File: config.mk
export PLATFORM = sky130hd
export DESIGN_NAME = ip_port_byte_accounting_flat
export DESIGN_NICKNAME = d
export VERILOG_FILES = /design/src/rtl/core/ipba_pkg.sv /design/src/rtl/core/ipba_stream_if.sv /design/src/rtl/core/ip_port_byte_accounting.sv /design/src/flat_wrapper.sv
export SDC_FILE = /design/constraint.sdc
export NUM_CORES = 2
export LEC_CHECK = 0
export ABC_CLOCK_PERIOD_IN_PS = 10100
export BUFFER_PORTS_ARGS = -buffer_cell sky130_fd_sc_hd__clkbuf_2
export CAP_MARGIN = 0
export CORE_UTILIZATION = 45
export CTS_CLUSTER_SIZE = 20
export DETAILED_ROUTE_END_ITERATION = 10
export PLACE_DENSITY = 0.61
export SLEW_MARGIN = 5
export SYNTH_ARGS = -nofsm -noshare
export SYNTH_HDL_FRONTEND = slang
export SYNTH_SLANG_ARGS = --single-unit
File: constraint.sdc
create_clock -name clk -period 10.1 [get_ports clk]
set_clock_uncertainty 0.15 [all_clocks]
set_input_delay 1.01 -clock clk [delete_from_list [all_inputs] [get_ports clk]]
set_output_delay 1.01 -clock clk [all_outputs]
set_load 0.05 [all_outputs]
File: src/rtl/core/ipba_pkg.sv
// ----------------------------------------------------------------------------
// ipba_pkg
// Shared types and codes for the IP address and port byte accounting block.
// ----------------------------------------------------------------------------
package ipba_pkg;

	localparam int CFG_IDX_W  = 1;
	localparam int CFG_DATA_W = 32;

	localparam logic [CFG_IDX_W-1:0] REG_OWN_IP_ADDR      = 1'd0;
	localparam logic [CFG_IDX_W-1:0] REG_OWN_CHECK_ENABLE = 1'd1;

	localparam logic OP_ACCOUNT = 1'b0;
	localparam logic OP_EXPORT  = 1'b1;

	typedef logic [1:0] kind_t;
	localparam kind_t KIND_ADDR  = 2'd0;
	localparam kind_t KIND_PORT  = 2'd1;
	localparam kind_t KIND_EMPTY = 2'd2;

	typedef struct packed {
		logic        operation;
		logic [31:0] src_ip_addr;
		logic [31:0] dst_ip_addr;
		logic [15:0] src_tcp_port;
		logic [15:0] dst_tcp_port;
		logic [15:0] payload_len;
	} in_word_t;

	typedef struct packed {
		kind_t       record_kind;
		logic [31:0] record_key;
		logic [31:0] byte_total;
		logic        last;
	} out_word_t;

endpackage

File: src/rtl/core/ipba_stream_if.sv
// ----------------------------------------------------------------------------
// ipba_stream_if
// Valid/ready stream channel carrying one word per handshake.
// ----------------------------------------------------------------------------
interface ipba_stream_if #(
	parameter type word_t = logic
) ();
	logic  valid;
	logic  ready;
	word_t data;

	modport source (output valid, output data, input ready);
	modport sink (input valid, input data, output ready);
endinterface

File: src/rtl/core/ip_port_byte_accounting.sv
// ----------------------------------------------------------------------------
// ip_port_byte_accounting
// Per-packet byte accounting over an address table and a port table.
// ----------------------------------------------------------------------------
// Account word: accept, then a lookup and a count write-back step for the
// source and then the destination keys, both tables in parallel, as the
// count memories have a registered read. Export word: each record is read,
// then loaded into the output stage, which waits while records are stalled.
// Skipped account words do no lookup. Reset clears the fill counts, the state
// and the output stage; the tables need no clearing pass.
// ----------------------------------------------------------------------------
module ip_port_byte_accounting import ipba_pkg::*; #(
	parameter int ADDR_ENTRIES = 16,
	parameter int PORT_ENTRIES = 16
) (
	input  logic                  clk,
	input  logic                  arst_n,
	ipba_stream_if.sink           items,
	ipba_stream_if.source         records,
	input  logic                  wr_en,
	input  logic [CFG_IDX_W-1:0]  wr_index,
	input  logic [CFG_DATA_W-1:0] wr_data
);

	localparam int AIW = $clog2(ADDR_ENTRIES);
	localparam int ACW = $clog2(ADDR_ENTRIES + 1);
	localparam int PIW = $clog2(PORT_ENTRIES);
	localparam int PCW = $clog2(PORT_ENTRIES + 1);
	localparam int XW  = (ACW > PCW) ? ACW : PCW;

	typedef enum logic [2:0] {
		ST_IDLE,
		ST_LOOK,
		ST_UPD,
		ST_EX_RD,
		ST_EX_WR,
		ST_EX_EMPTY
	} state_t;

	state_t          state_q;
	logic            step_q;
	logic [31:0]     own_ip_q;
	logic            own_en_q;
	in_word_t        item_q;
	out_word_t       out_q;
	logic            out_valid_q;

	logic [31:0]     addr_keys_q [ADDR_ENTRIES];
	logic [15:0]     port_keys_q [PORT_ENTRIES];
	logic [31:0]     addr_cnt_mem [ADDR_ENTRIES];
	logic [31:0]     port_cnt_mem [PORT_ENTRIES];
	logic [ACW-1:0]  addr_used_q;
	logic [PCW-1:0]  port_used_q;
	logic [31:0]     addr_rd_q;
	logic [31:0]     port_rd_q;
	logic            a_upd_q;
	logic            p_upd_q;
	logic [AIW-1:0]  a_idx_q;
	logic [PIW-1:0]  p_idx_q;
	logic            ex_port_q;
	logic [XW-1:0]   ex_idx_q;

	logic [31:0]     a_key;
	logic [15:0]     p_key;
	logic            a_hit;
	logic            p_hit;
	logic [AIW-1:0]  a_hidx;
	logic [PIW-1:0]  p_hidx;
	logic            a_room;
	logic            p_room;
	logic            skip;
	logic            out_free;
	logic            out_load;
	logic [XW-1:0]   ex_nxt;
	logic            ex_end_a;
	logic            ex_end_p;
	logic            ex_last;
	out_word_t       ex_rec;

	logic            a_we;
	logic [AIW-1:0]  a_waddr;
	logic [31:0]     a_wdata;
	logic            a_re;
	logic [AIW-1:0]  a_raddr;
	logic            p_we;
	logic [PIW-1:0]  p_waddr;
	logic [31:0]     p_wdata;
	logic            p_re;
	logic [PIW-1:0]  p_raddr;

	assign items.ready   = (state_q == ST_IDLE);
	assign records.valid = out_valid_q;
	assign records.data  = out_q;
	assign out_free      = !out_valid_q || records.ready;
	assign out_load      = out_free && (state_q inside {ST_EX_WR, ST_EX_EMPTY});

	assign skip = (own_en_q && (items.data.src_ip_addr == own_ip_q ||
		items.data.dst_ip_addr == own_ip_q)) || (items.data.payload_len == 16'd0);

	assign a_key  = step_q ? item_q.dst_ip_addr : item_q.src_ip_addr;
	assign p_key  = step_q ? item_q.dst_tcp_port : item_q.src_tcp_port;
	assign a_room = addr_used_q < ACW'(ADDR_ENTRIES);
	assign p_room = port_used_q < PCW'(PORT_ENTRIES);

	always_comb begin
		a_hit  = 1'b0;
		a_hidx = '0;
		for (int i = 0; i < ADDR_ENTRIES; i++) begin
			if (ACW'(i) < addr_used_q && addr_keys_q[i] == a_key) begin
				a_hit  = 1'b1;
				a_hidx = a_hidx | AIW'(i);
			end
		end
	end

	always_comb begin
		p_hit  = 1'b0;
		p_hidx = '0;
		for (int i = 0; i < PORT_ENTRIES; i++) begin
			if (PCW'(i) < port_used_q && port_keys_q[i] == p_key) begin
				p_hit  = 1'b1;
				p_hidx = p_hidx | PIW'(i);
			end
		end
	end

	// count memory access: append or read in lookup, write back in update, read in export
	always_comb begin
		a_we    = 1'b0;
		a_waddr = addr_used_q[AIW-1:0];
		a_wdata = {16'd0, item_q.payload_len};
		a_re    = 1'b0;
		a_raddr = a_hidx;
		p_we    = 1'b0;
		p_waddr = port_used_q[PIW-1:0];
		p_wdata = {16'd0, item_q.payload_len};
		p_re    = 1'b0;
		p_raddr = p_hidx;
		case (state_q)
			ST_LOOK: begin
				a_we = !a_hit && a_room;
				a_re = a_hit;
				p_we = !p_hit && p_room;
				p_re = p_hit;
			end
			ST_UPD: begin
				a_we    = a_upd_q;
				a_waddr = a_idx_q;
				a_wdata = addr_rd_q + {16'd0, item_q.payload_len};
				p_we    = p_upd_q;
				p_waddr = p_idx_q;
				p_wdata = port_rd_q + {16'd0, item_q.payload_len};
			end
			ST_EX_RD: begin
				a_re    = !ex_port_q;
				a_raddr = ex_idx_q[AIW-1:0];
				p_re    = ex_port_q;
				p_raddr = ex_idx_q[PIW-1:0];
			end
			default: begin
			end
		endcase
	end

	always_ff @(posedge clk) begin
		if (a_we) begin
			addr_cnt_mem[a_waddr] <= a_wdata;
		end
		if (a_re) begin
			addr_rd_q <= addr_cnt_mem[a_raddr];
		end
		if (p_we) begin
			port_cnt_mem[p_waddr] <= p_wdata;
		end
		if (p_re) begin
			port_rd_q <= port_cnt_mem[p_raddr];
		end
	end

	always_ff @(posedge clk) begin
		if (items.valid && items.ready) begin
			item_q <= items.data;
		end
		if (state_q == ST_LOOK) begin
			a_idx_q <= a_hidx;
			p_idx_q <= p_hidx;
			if (!a_hit && a_room) begin
				addr_keys_q[addr_used_q[AIW-1:0]] <= a_key;
			end
			if (!p_hit && p_room) begin
				port_keys_q[port_used_q[PIW-1:0]] <= p_key;
			end
		end
	end

	assign ex_nxt   = ex_idx_q + XW'(1);
	assign ex_end_a = !ex_port_q && ex_nxt == XW'(addr_used_q);
	assign ex_end_p = ex_port_q && ex_nxt == XW'(port_used_q);
	assign ex_last  = ex_end_p || (ex_end_a && port_used_q == '0);

	always_comb begin
		ex_rec.last = ex_last;
		if (ex_port_q) begin
			ex_rec.record_kind = KIND_PORT;
			ex_rec.record_key  = {16'd0, port_keys_q[ex_idx_q[PIW-1:0]]};
			ex_rec.byte_total  = port_rd_q;
		end else begin
			ex_rec.record_kind = KIND_ADDR;
			ex_rec.record_key  = addr_keys_q[ex_idx_q[AIW-1:0]];
			ex_rec.byte_total  = addr_rd_q;
		end
	end

	always_ff @(posedge clk or negedge arst_n) begin
		if (!arst_n) begin
			own_ip_q <= '0;
			own_en_q <= 1'b0;
		end else if (wr_en) begin
			case (wr_index)
				REG_OWN_IP_ADDR:      own_ip_q <= wr_data;
				REG_OWN_CHECK_ENABLE: own_en_q <= wr_data[0];
				default: begin
				end
			endcase
		end
	end

	always_ff @(posedge clk or negedge arst_n) begin
		if (!arst_n) begin
			state_q     <= ST_IDLE;
			step_q      <= 1'b0;
			addr_used_q <= '0;
			port_used_q <= '0;
			a_upd_q     <= 1'b0;
			p_upd_q     <= 1'b0;
			ex_port_q   <= 1'b0;
			ex_idx_q    <= '0;
			out_valid_q <= 1'b0;
			out_q       <= '0;
		end else begin
			if (out_load) begin
				out_valid_q <= 1'b1;
			end else if (records.ready) begin
				out_valid_q <= 1'b0;
			end
			case (state_q)
				ST_IDLE: begin
					if (items.valid) begin
						if (items.data.operation == OP_EXPORT) begin
							ex_idx_q  <= '0;
							ex_port_q <= (addr_used_q == '0);
							if (addr_used_q == '0 && port_used_q == '0) begin
								state_q <= ST_EX_EMPTY;
							end else begin
								state_q <= ST_EX_RD;
							end
						end else if (!skip) begin
							step_q  <= 1'b0;
							state_q <= ST_LOOK;
						end
					end
				end
				ST_LOOK: begin
					a_upd_q <= a_hit;
					p_upd_q <= p_hit;
					if (!a_hit && a_room) begin
						addr_used_q <= addr_used_q + ACW'(1);
					end
					if (!p_hit && p_room) begin
						port_used_q <= port_used_q + PCW'(1);
					end
					state_q <= ST_UPD;
				end
				ST_UPD: begin
					if (!step_q) begin
						step_q  <= 1'b1;
						state_q <= ST_LOOK;
					end else begin
						state_q <= ST_IDLE;
					end
				end
				ST_EX_RD: begin
					state_q <= ST_EX_WR;
				end
				ST_EX_WR: begin
					if (out_free) begin
						out_q <= ex_rec;
						if (ex_last) begin
							addr_used_q <= '0;
							port_used_q <= '0;
							state_q     <= ST_IDLE;
						end else if (ex_end_a) begin
							ex_port_q <= 1'b1;
							ex_idx_q  <= '0;
							state_q   <= ST_EX_RD;
						end else begin
							ex_idx_q <= ex_nxt;
							state_q  <= ST_EX_RD;
						end
					end
				end
				ST_EX_EMPTY: begin
					if (out_free) begin
						out_q.record_kind  <= KIND_EMPTY;
						out_q.record_key   <= '0;
						out_q.byte_total   <= '0;
						out_q.last         <= 1'b1;
						state_q            <= ST_IDLE;
					end
				end
				default: begin
					state_q <= ST_IDLE;
				end
			endcase
		end
	end

endmodule

File: src/flat_wrapper.sv
// flat-port wrapper written by rule: the top's interface ports become plain ports
module ip_port_byte_accounting_flat import ipba_pkg::*;
#(
	parameter int ADDR_ENTRIES = 16,
	parameter int PORT_ENTRIES = 16
)
  (clk, arst_n, wr_en, wr_index, wr_data, items_valid, items_data, items_ready, records_valid, records_data, records_ready);
  ipba_stream_if #(.word_t(in_word_t)) items_i ();
  ipba_stream_if #(.word_t(out_word_t)) records_i ();
  input  logic clk;
  input  logic arst_n;
  input  logic wr_en;
  input  logic [CFG_IDX_W-1:0] wr_index;
  input  logic [CFG_DATA_W-1:0] wr_data;
  input wire logic [$bits(items_i.valid)-1:0] items_valid;
  input wire logic [$bits(items_i.data)-1:0] items_data;
  output wire logic [$bits(items_i.ready)-1:0] items_ready;
  output wire logic [$bits(records_i.valid)-1:0] records_valid;
  output wire logic [$bits(records_i.data)-1:0] records_data;
  input wire logic [$bits(records_i.ready)-1:0] records_ready;
  assign items_i.valid = items_valid;
  assign items_i.data = items_data;
  assign items_ready = items_i.ready;
  assign records_valid = records_i.valid;
  assign records_data = records_i.data;
  assign records_i.ready = records_ready;
  ip_port_byte_accounting #(.ADDR_ENTRIES(ADDR_ENTRIES), .PORT_ENTRIES(PORT_ENTRIES)) u_core (.clk(clk), .arst_n(arst_n), .items(items_i), .records(records_i), .wr_en(wr_en), .wr_index(wr_index), .wr_data(wr_data));
endmodule
After elaboration in Yosys (flattened, before gate mapping)

Memory sizes are Yosys's and may differ from the RTL's. A register that Yosys moved wholly into a read port is not among the register bits.
Index checks and enable logic that the tools add are counted.

Reductions and logical operators: 67
Equality and inequality tests: 53
Shift operators: 0
Div/mod/pow operators: 0
Add/subtract/negate cells: 5
$mul: 0
Mux-type cells: 121
Magnitude comparators: 34
Bitwise operators: 1

Operators by type and width:

| operator                                                             | count |
|---|---|
| 32-bit == test                                                       | 18 |
| 16-bit == test                                                       | 16 |
| 67-bit 2-to-1 mux                                                    | 2 |
| 67-bit one-hot mux with 2 select lines                               | 1 |
| 32-bit 2-to-1 mux                                                    | 3 |
| 4-bit by 5-bit < comparator with 1-bit output (first input constant) | 16 |
| 4-bit 2-to-1 mux                                                     | 20 |
| 65-bit 2-to-1 mux                                                    | 1 |
| 32-bit by 16-bit adder with 32-bit output                            | 2 |
| 1-bit 2-to-1 mux                                                     | 55 |
| 5-bit 2-to-1 mux                                                     | 9 |
| 3-bit 2-to-1 mux                                                     | 14 |
| 1-bit logical AND                                                    | 41 |
| 3-bit by 5-bit < comparator with 1-bit output (first input constant) | 8 |
| 5-bit one-hot mux with 2 select lines                                | 3 |
| 1-bit by 5-bit < comparator with 1-bit output (first input constant) | 4 |
| 2-bit by 5-bit < comparator with 1-bit output (first input constant) | 4 |
| 3-bit one-hot mux with 6 select lines                                | 1 |
| 16-bit zero test                                                     | 1 |
| 16-bit 2-to-1 mux                                                    | 1 |
| 4-bit AND reduction                                                  | 4 |
| 5-bit by 1-bit adder with 5-bit output (second input constant)       | 3 |
| 2-bit by 1-bit != test with 1-bit output (second input constant)     | 6 |
| 1-bit one-hot mux with 2 select lines                                | 6 |
| 18 further kinds                                                     | 42 |

Memory bits (read-only): 0
Bits in writable memories: 1,792
Bits in latches: 0
Output and inout port bits: 69
Memories kept: 4
Bits of input ports: 151
Word-level logic and storage cells: 307
Bits in registers: 243

Memory list:

| name                | words | bits a word | rd ports | clocked after memory_dff | write ports | line                          | source |
|---|---|---|---|---|---|---|---|
| u_core.addr_cnt_mem | 16    | 32          | 1        | 1                        | 1           | ip_port_byte_accounting.sv:50 | `logic [31:0] addr_cnt_mem [ADDR_ENTRIES];` |
| u_core.addr_keys_q  | 16    | 32          | 17       | 0                        | 1           | ip_port_byte_accounting.sv:48 | `logic [31:0] addr_keys_q [ADDR_ENTRIES];` |
| u_core.port_cnt_mem | 16    | 32          | 1        | 1                        | 1           | ip_port_byte_accounting.sv:51 | `logic [31:0] port_cnt_mem [PORT_ENTRIES];` |
| u_core.port_keys_q  | 16    | 16          | 17       | 0                        | 1           | ip_port_byte_accounting.sv:49 | `logic [15:0] port_keys_q [PORT_ENTRIES];` |

Logic depth before layout (Yosys ltp)

Word-level depth: 24
Gate-level depth with buffers: 18
Gate-level depth less buffers: 14

Worst setup path after synthesis

Ideal clock, no wire load.

Path kind: register -> register
From: reg u_core.step_q
To: mem u_core.addr_keys_q[0][0] (enable)
Stages on the path, launching flop included: 15
Path slack: 4,311 ps
Buffers on the path: 4
Clock period less this slack: 5,789 ps
Library setup time: 461 ps
Data required time: 9,489 ps
Data arrival time: 5,178 ps
Cells stage by stage: dfrtp_1 > buf_2 > buf_12 > buf_8 > mux2i_4 > buf_2 > xnor2_1 > nor4_1 > nand4_1 > nor3_1 > nor4_1 > nand4_1 > nor4_4 > nand2_1 > nor3_1

Word-level cells in the longest chain between the ends: 24
Elaborated cells on any way between the ends: 54
Those cells by class: eq/ne: 16; mux: 20; reduce/logical: 18

Ends and longest elaborated chain:

| element                                  | line                           | source |
|---|---|---|
| start, declared                          | ip_port_byte_accounting.sv:41  | `logic step_q;` |
| start signal, assigned                   | ip_port_byte_accounting.sv:231 | `step_q <= 1'b0;` |
| start signal, assigned                   | ip_port_byte_accounting.sv:258 | `step_q <= 1'b0;` |
| start signal, assigned                   | ip_port_byte_accounting.sv:276 | `step_q <= 1'b1;` |
| 32-bit 2-to-1 mux *                      | ip_port_byte_accounting.sv:100 | `assign a_key = step_q ? item_q.dst_ip_addr : item_q.src_ip_addr;` |
| 32-bit == test                           | ip_port_byte_accounting.sv:109 | `if (ACW'(i) < addr_used_q && addr_keys_q[i] == a_key) begin` |
| 1-bit logical AND                        | ip_port_byte_accounting.sv:109 |  |
| 1-bit 2-to-1 mux (15 in series)          | ip_port_byte_accounting.sv:109 |  |
| 1-bit 2-to-1 mux *                       | ip_port_byte_accounting.sv:109 |  |
| 1-bit zero test *                        | ip_port_byte_accounting.sv:187 | `if (!a_hit && a_room) begin` |
| 1-bit logical AND *                      | ip_port_byte_accounting.sv:187 |  |
| 1-bit 2-to-1 mux *                       | ip_port_byte_accounting.sv:187 |  |
| 1-bit 2-to-1 mux *                       | ip_port_byte_accounting.sv:184 | `if (state_q == ST_LOOK) begin` |
| 1-bit 2-to-1 mux (implied by the code) * | ip_port_byte_accounting.sv:188 | `addr_keys_q[addr_used_q[AIW-1:0]] <= a_key;` |
| end, declared                            | ip_port_byte_accounting.sv:48  |  |

Every way passes the cells marked *; elsewhere a longest branch is shown, timed or not.

Worst setup path after layout

From: reg u_core.step_q
To: mem u_core.addr_cnt_mem[8][2] (enable)

Word-level cells in the longest chain between the ends: 24
Elaborated cells on any way between the ends: 54
Those cells by class: eq/ne: 16; mux: 20; reduce/logical: 18

Ends and longest elaborated chain:

| element                                  | line                           | source |
|---|---|---|
| 32-bit 2-to-1 mux *                      | ip_port_byte_accounting.sv:100 |  |
| 32-bit == test                           | ip_port_byte_accounting.sv:109 |  |
| 1-bit logical AND                        | ip_port_byte_accounting.sv:109 |  |
| 1-bit 2-to-1 mux (15 in series)          | ip_port_byte_accounting.sv:109 |  |
| 1-bit 2-to-1 mux *                       | ip_port_byte_accounting.sv:109 |  |
| 1-bit zero test *                        | ip_port_byte_accounting.sv:141 | `a_we = !a_hit && a_room;` |
| 1-bit logical AND *                      | ip_port_byte_accounting.sv:141 |  |
| 1-bit one-hot mux with 2 select lines *  | ip_port_byte_accounting.sv:139 | `case (state_q)` |
| 1-bit 2-to-1 mux *                       | ip_port_byte_accounting.sv:166 | `if (a_we) begin` |
| 1-bit 2-to-1 mux (implied by the code) * | ip_port_byte_accounting.sv:167 | `addr_cnt_mem[a_waddr] <= a_wdata;` |
| end, declared                            | ip_port_byte_accounting.sv:50  |  |

Marked as above.

==> key figures <==
Outcome
  • Outcome: finished, violations left
  • Violated checks: capacitance limit, slew limit

Detailed routing
  • Post-Route WL: 286.5 mm
  • DRC Markers: 0
  • Vias per inst: about 6.0
  • Final ANT Viol Nets: 0
  • Initial drt markers: about 6.4k
  • First-pass iteration count of the detailed router: 9
  • Vias: about 54k
  • Wire length per cell: 31.68 um

Floorplanning
  • Initial Utilization: a little under half
  • Ports: 220
  • Die Ht: roughly 460 um
  • Core ar.: slightly above 200000 um2
  • Die area: approximately 210000 um2
  • Die width: approximately 460 um
  • Num rows: 167

Logic synthesis
  • Synth Flop Type: edfxtp_1
  • Post-synth top area share: a little over three fifths
  • Async SR Flop Fraction: approximately 6%
  • Post-Synth Simple-Gate Area: between 4 and 5%
  • Synth Warn #: 0
  • Post-synth EDFFs: ~2.0k
  • Adder-cell share of the synthesized area: less than 1%
  • Post-synthesis cell type count: around 70
  • Synthesized flop and latch total: between 2k and 2.5k
  • Avg Cell Area, Syn: between 15 and 20 um2
  • Compound-Gate Fraction of Synth Area: approximately 4%
  • Post-Synth XOR/XNOR Area: 8.072%
  • Largest family of logic cells by synthesized area: multiplexers
  • Synthesized net count: 5963
  • Seq/Total Area, Yosys: around 66%
  • Synthesized cell area: 94400 um2
  • Synth area leader: edfxtp_1
  • Mux cell area share after synthesis: 14.50%
  • Synth Instances: approximately 5.8k
  • Top post-synthesis cells by area: edfxtp_1 (63%), mux2i_1 (6.4%), xnor2_1 (6.1%)

Pwr
  • Internal: 18.91 mW
  • Worst VDD drop: 0.2272 mV
  • Leak: between 30 and 40 nW
  • Sw frac: between 30% and 40%
  • Combinational Power Share: slightly below 30%
  • Reg power frac: approximately two fifths
  • Total power: 28.89 mW
  • Switching power: about 10 mW
  • Power density over the cells: 271.4 nW/um2
  • Clock power frac: 28.8%

Timing
  • Slew Limit Fails: 2
  • Slew headroom: -1.822%
  • Least-Margin Pin Slew: 1513 ps
  • Final setup fails: 0
  • Tmin final: around 7000 ps
  • Tcrit/Tclk final: a little over two thirds
  • Worst hold slack: 175.1 ps
  • Final Hold Vio Count: 0
  • Unrepaired setup endpoints after global routing: no
  • Fmax achieved: roughly 140 MHz
  • Setup ws final: 2978 ps
  • Final TNS setup: 0 ps

GRT
  • Overflow after GRT: 0
  • Global-route wire length before repair: around 400 mm
  • GR Util met2: about 42%
  • Met1 usage: roughly 36%
  • Initial antenna violation count: 8
  • Vias in the first global route: 52.90k
  • Largest net degree at the start of global routing: between 100 and 150
  • GR peak layer: met2
  • GRT Total Usage: 26.84%
  • GRT met3 Usage: 4.978%

Worst hold path
  • Hold Path End: u_core.item_q[45]
  • Beginning of the worst hold path: items_data[45]
  • Hold Crit Depth: 1
  • Hold Crit Class: primary input to flop

Clocking
  • Num Clock Sinks: roughly 2.1k
  • Clock tree buffer depth: 3
  • Resize count post-CTS: 0
  • Clock Pin Slew Worst Setup and Hold Paths: ~60 ps
  • Latest clock arrival within the worst-skew pair: approximately 880 ps
  • H-Tree Depth: 4
  • CTS tree: built
  • Cts hold-fix bufs: 1
  • Clk Tree Root Cell: clkbuf_16
  • Postcts setup bufs: 0
  • TritonCTS Buffers: between 200 and 250

Finish
  • Area growth, synth to finish: 12.74%
  • Final net count: roughly 6.3k
  • Layout cells sized above 1: a little under a fifth
  • FF/Latch Area: approximately 62000 um2
  • Area of the multi-input gates: roughly 30000 um2
  • Fin area: ~110000 um2
  • # fillers: around 17k

Setup path
  • Worst R2R Path Depth: 13
  • Buf/Inv on CP: 2
  • Delay of the slowest critical-path stage: just over 900 ps
  • CP required: 10460 ps
  • CP Max Fanout: 27
  • Reg2reg end: u_core.addr_cnt_mem[8][2]
  • Arrival time worst endpoint: ~7500 ps
  • Sequence of cells on the critical path: buf_12 > mux2i_4 > xnor2_1 > nor4_1 > nand4_1 > nor3_1 > nor4_1 > nand4_1 > nor4_4 > a21oi_1 > nand2b_1 > nor2_4 > buf_4
  • Kind of critical path: flop to flop
  • CP endpoint kind: flop
  • Flop2flop setup slack: ~3000 ps
  • Slowest-stage cell, CP: dfrtp_4
  • RR Startpoint: u_core.step_q
  • Family with the most delay on the worst path: simple AND/OR/NAND/NOR gates
  • Crit start category: flop

Job
  • Max cap viols: 1

Placed design
  • Post-DP HPWL: 187.0 mm
  • PortBufs: between 200 and 250
  • DP Area: 99040 um2
  • Worst slack, placed: around 3100 ps
  • Placer Congestion: between 1 and 1.5
-- state kept, by name, summed over array words and instances, names as in the netlist --
register / cells
u_core.addr_cnt_mem: 512
u_core.p_idx_q: 4
u_core.addr_rd_q: 32
u_core.step_q: 1
u_core.p_upd_q: 1
u_core.ex_port_q: 1
u_core.own_en_q: 1
u_core.item_q: 112
u_core.records.valid: 1
u_core.a_upd_q: 1
u_core.a_idx_q: 4
u_core.port_used_q: 5
u_core.own_ip_q: 32
u_core.ex_idx_q: 5
u_core.port_keys_q: 256
u_core.state_q: 3
u_core.addr_used_q: 5
u_core.records.data: 67
u_core.port_cnt_mem: 512
u_core.port_rd_q: 32
u_core.addr_keys_q: 512
-- worst register-to-register path, stage by stage, from the launching register on --
cell	delay, ps
dfrtp_4	930
buf_12	480
mux2i_4	960
xnor2_1	460
nor4_1	240
nand4_1	170
nor3_1	80
nor4_1	760
nand4_1	430
nor4_4	530
a21oi_1	160
nand2b_1	340
nor2_4	620
buf_4	440
-- worst max path at each step --
stage             startpoint                    endpoint  slack (ps)  cells after the start
6_report       u_core.step_q   u_core.addr_cnt_mem[8][2]        2980                     13
5_1_grt        u_core.step_q   u_core.addr_cnt_mem[8][2]        2840                     13
2_1_floorplan  u_core.step_q    u_core.addr_keys_q[0][0]        4310                     14
4_1_cts        u_core.step_q  u_core.addr_cnt_mem[10][8]        3090                     13
3_5_place_dp   u_core.step_q  u_core.addr_cnt_mem[10][7]        3130                     13
3_3_place_gp   u_core.step_q        u_core.addr_rd_q[20]        2870                     13
-- power groups by stage --
| stage | logic (mW) | registers (mW) | clock network [mW] |
|---|---|---|---|
| 2_1_floorplan | 5.25 | 12.2 | 0 |
| 3_3_place_gp | 8.46 | 12.1 | 0 |
| 3_5_place_dp | 8.51 | 12.1 | 0 |
| 4_1_cts | 8.54 | 12.0 | 8.44 |
| 5_1_grt | 9.00 | 12.0 | 8.76 |
| 6_report | 8.59 | 12.0 | 8.32 |
-- per-stage QoR --
step                      util (%)  cells
final                        51.24   9044
after global placement       47.68   8637
after detailed placement     47.68   8637
after floorplan                  -   5769
after global routing         51.24   9041
after CTS                    51.24   9039
-- placed cells by master, fill, tap and decap left out, types with 21 or more instances in the layout --
cell       instances
a21oi_1          118
clkbuf_16        215
clkinv_2          31
a22oi_1           66
nor4_1           187
nor2b_1           65
and3_1            21
dfrtp_1          118
buf_4            147
bufinv_16         34
clkinv_1          43
clkbuf_2         218
a211oi_1          64
mux2_2            99
ha_1              41
a221o_1           30
xor2_1           215
nand2_1          170
mux2i_1          607
nor2_1            80
mux4_2           240
o22ai_1           34
inv_1            116
nand4_1           57
nand3_1           49
edfxtp_1        1976
nor2_4            40
xnor2_1          655
clkbuf_1          42
nor3_1            45
a222oi_1          31
o21ai_0           92
mux2i_4           47
-- kinds of logic (layout without fill, tap and decap cells) --
| group | after synthesis | count (layout) |
|---|---|---|
| AO/OA/AOI/OAI | 546 | 546 |
| XOR/XNOR | 870 | 870 |
| adder cells (fa/ha/maj) | 43 | 43 |
| buffers and inverters | 411 | 893 |
| flip-flops | 2099 | 2099 |
| multiplexers | 996 | 996 |
| other | 0 | 5 |
| AND/OR/NAND/NOR | 804 | 804 |
-- cell type report --
| class | instances | area share [%] |
|---|---|---|
| antenna | 5 | 0.01176 |
| timing repair buffer | 373 | 2.195 |
| sequential | 2099 | 58.66 |
| inverter | 119 | 0.4197 |
| multi-input combinational | 3259 | 28.51 |
| clock inverter | 128 | 1.512 |
| tap | 2788 | 3.278 |
| clock buffer | 273 | 5.410 |
-- cell usage after synthesis, types with 4 or more instances --
master        n
a221o_1      30
a21oi_1     118
nand2b_1     12
mux2i_4      47
nand4_1      57
o21ai_0      94
a211oi_1     64
or4_1         8
dfrtp_1     123
edfxtp_1   1976
nor2_1      120
mux4_2      240
clkbuf_1    124
nor2b_1      67
o211ai_1     12
o31ai_1      16
buf_2        54
nand3_1      49
buf_1        23
nor3_1       61
buf_4        42
o2111ai_1     5
a31oi_1      16
and2_1       10
a21boi_0      7
o22ai_1      34
a21o_1       11
xor2_1      215
nor4_1      189
inv_1       116
ha_1         41
mux2i_1     607
buf_6        46
xnor2_1     655
or3_1        18
a222oi_1     31
a22o_1       19
a22oi_1      66
a31o_2        5
nand3b_1      4
and3_1       21
mux2_2      101
nand2_1     173
-- per-layer routing --
layer  vias to the layer above  wire length (um)  part of all wire, %
met1                     28177            116800                   41
met3                       484             22460                  7.8
met5                         -                56                0.020
met2                      2441            134000                   47
li1                      23033                 -                    -
met4                         8             13220                  4.6
Power figures use the tool's default switching activity.
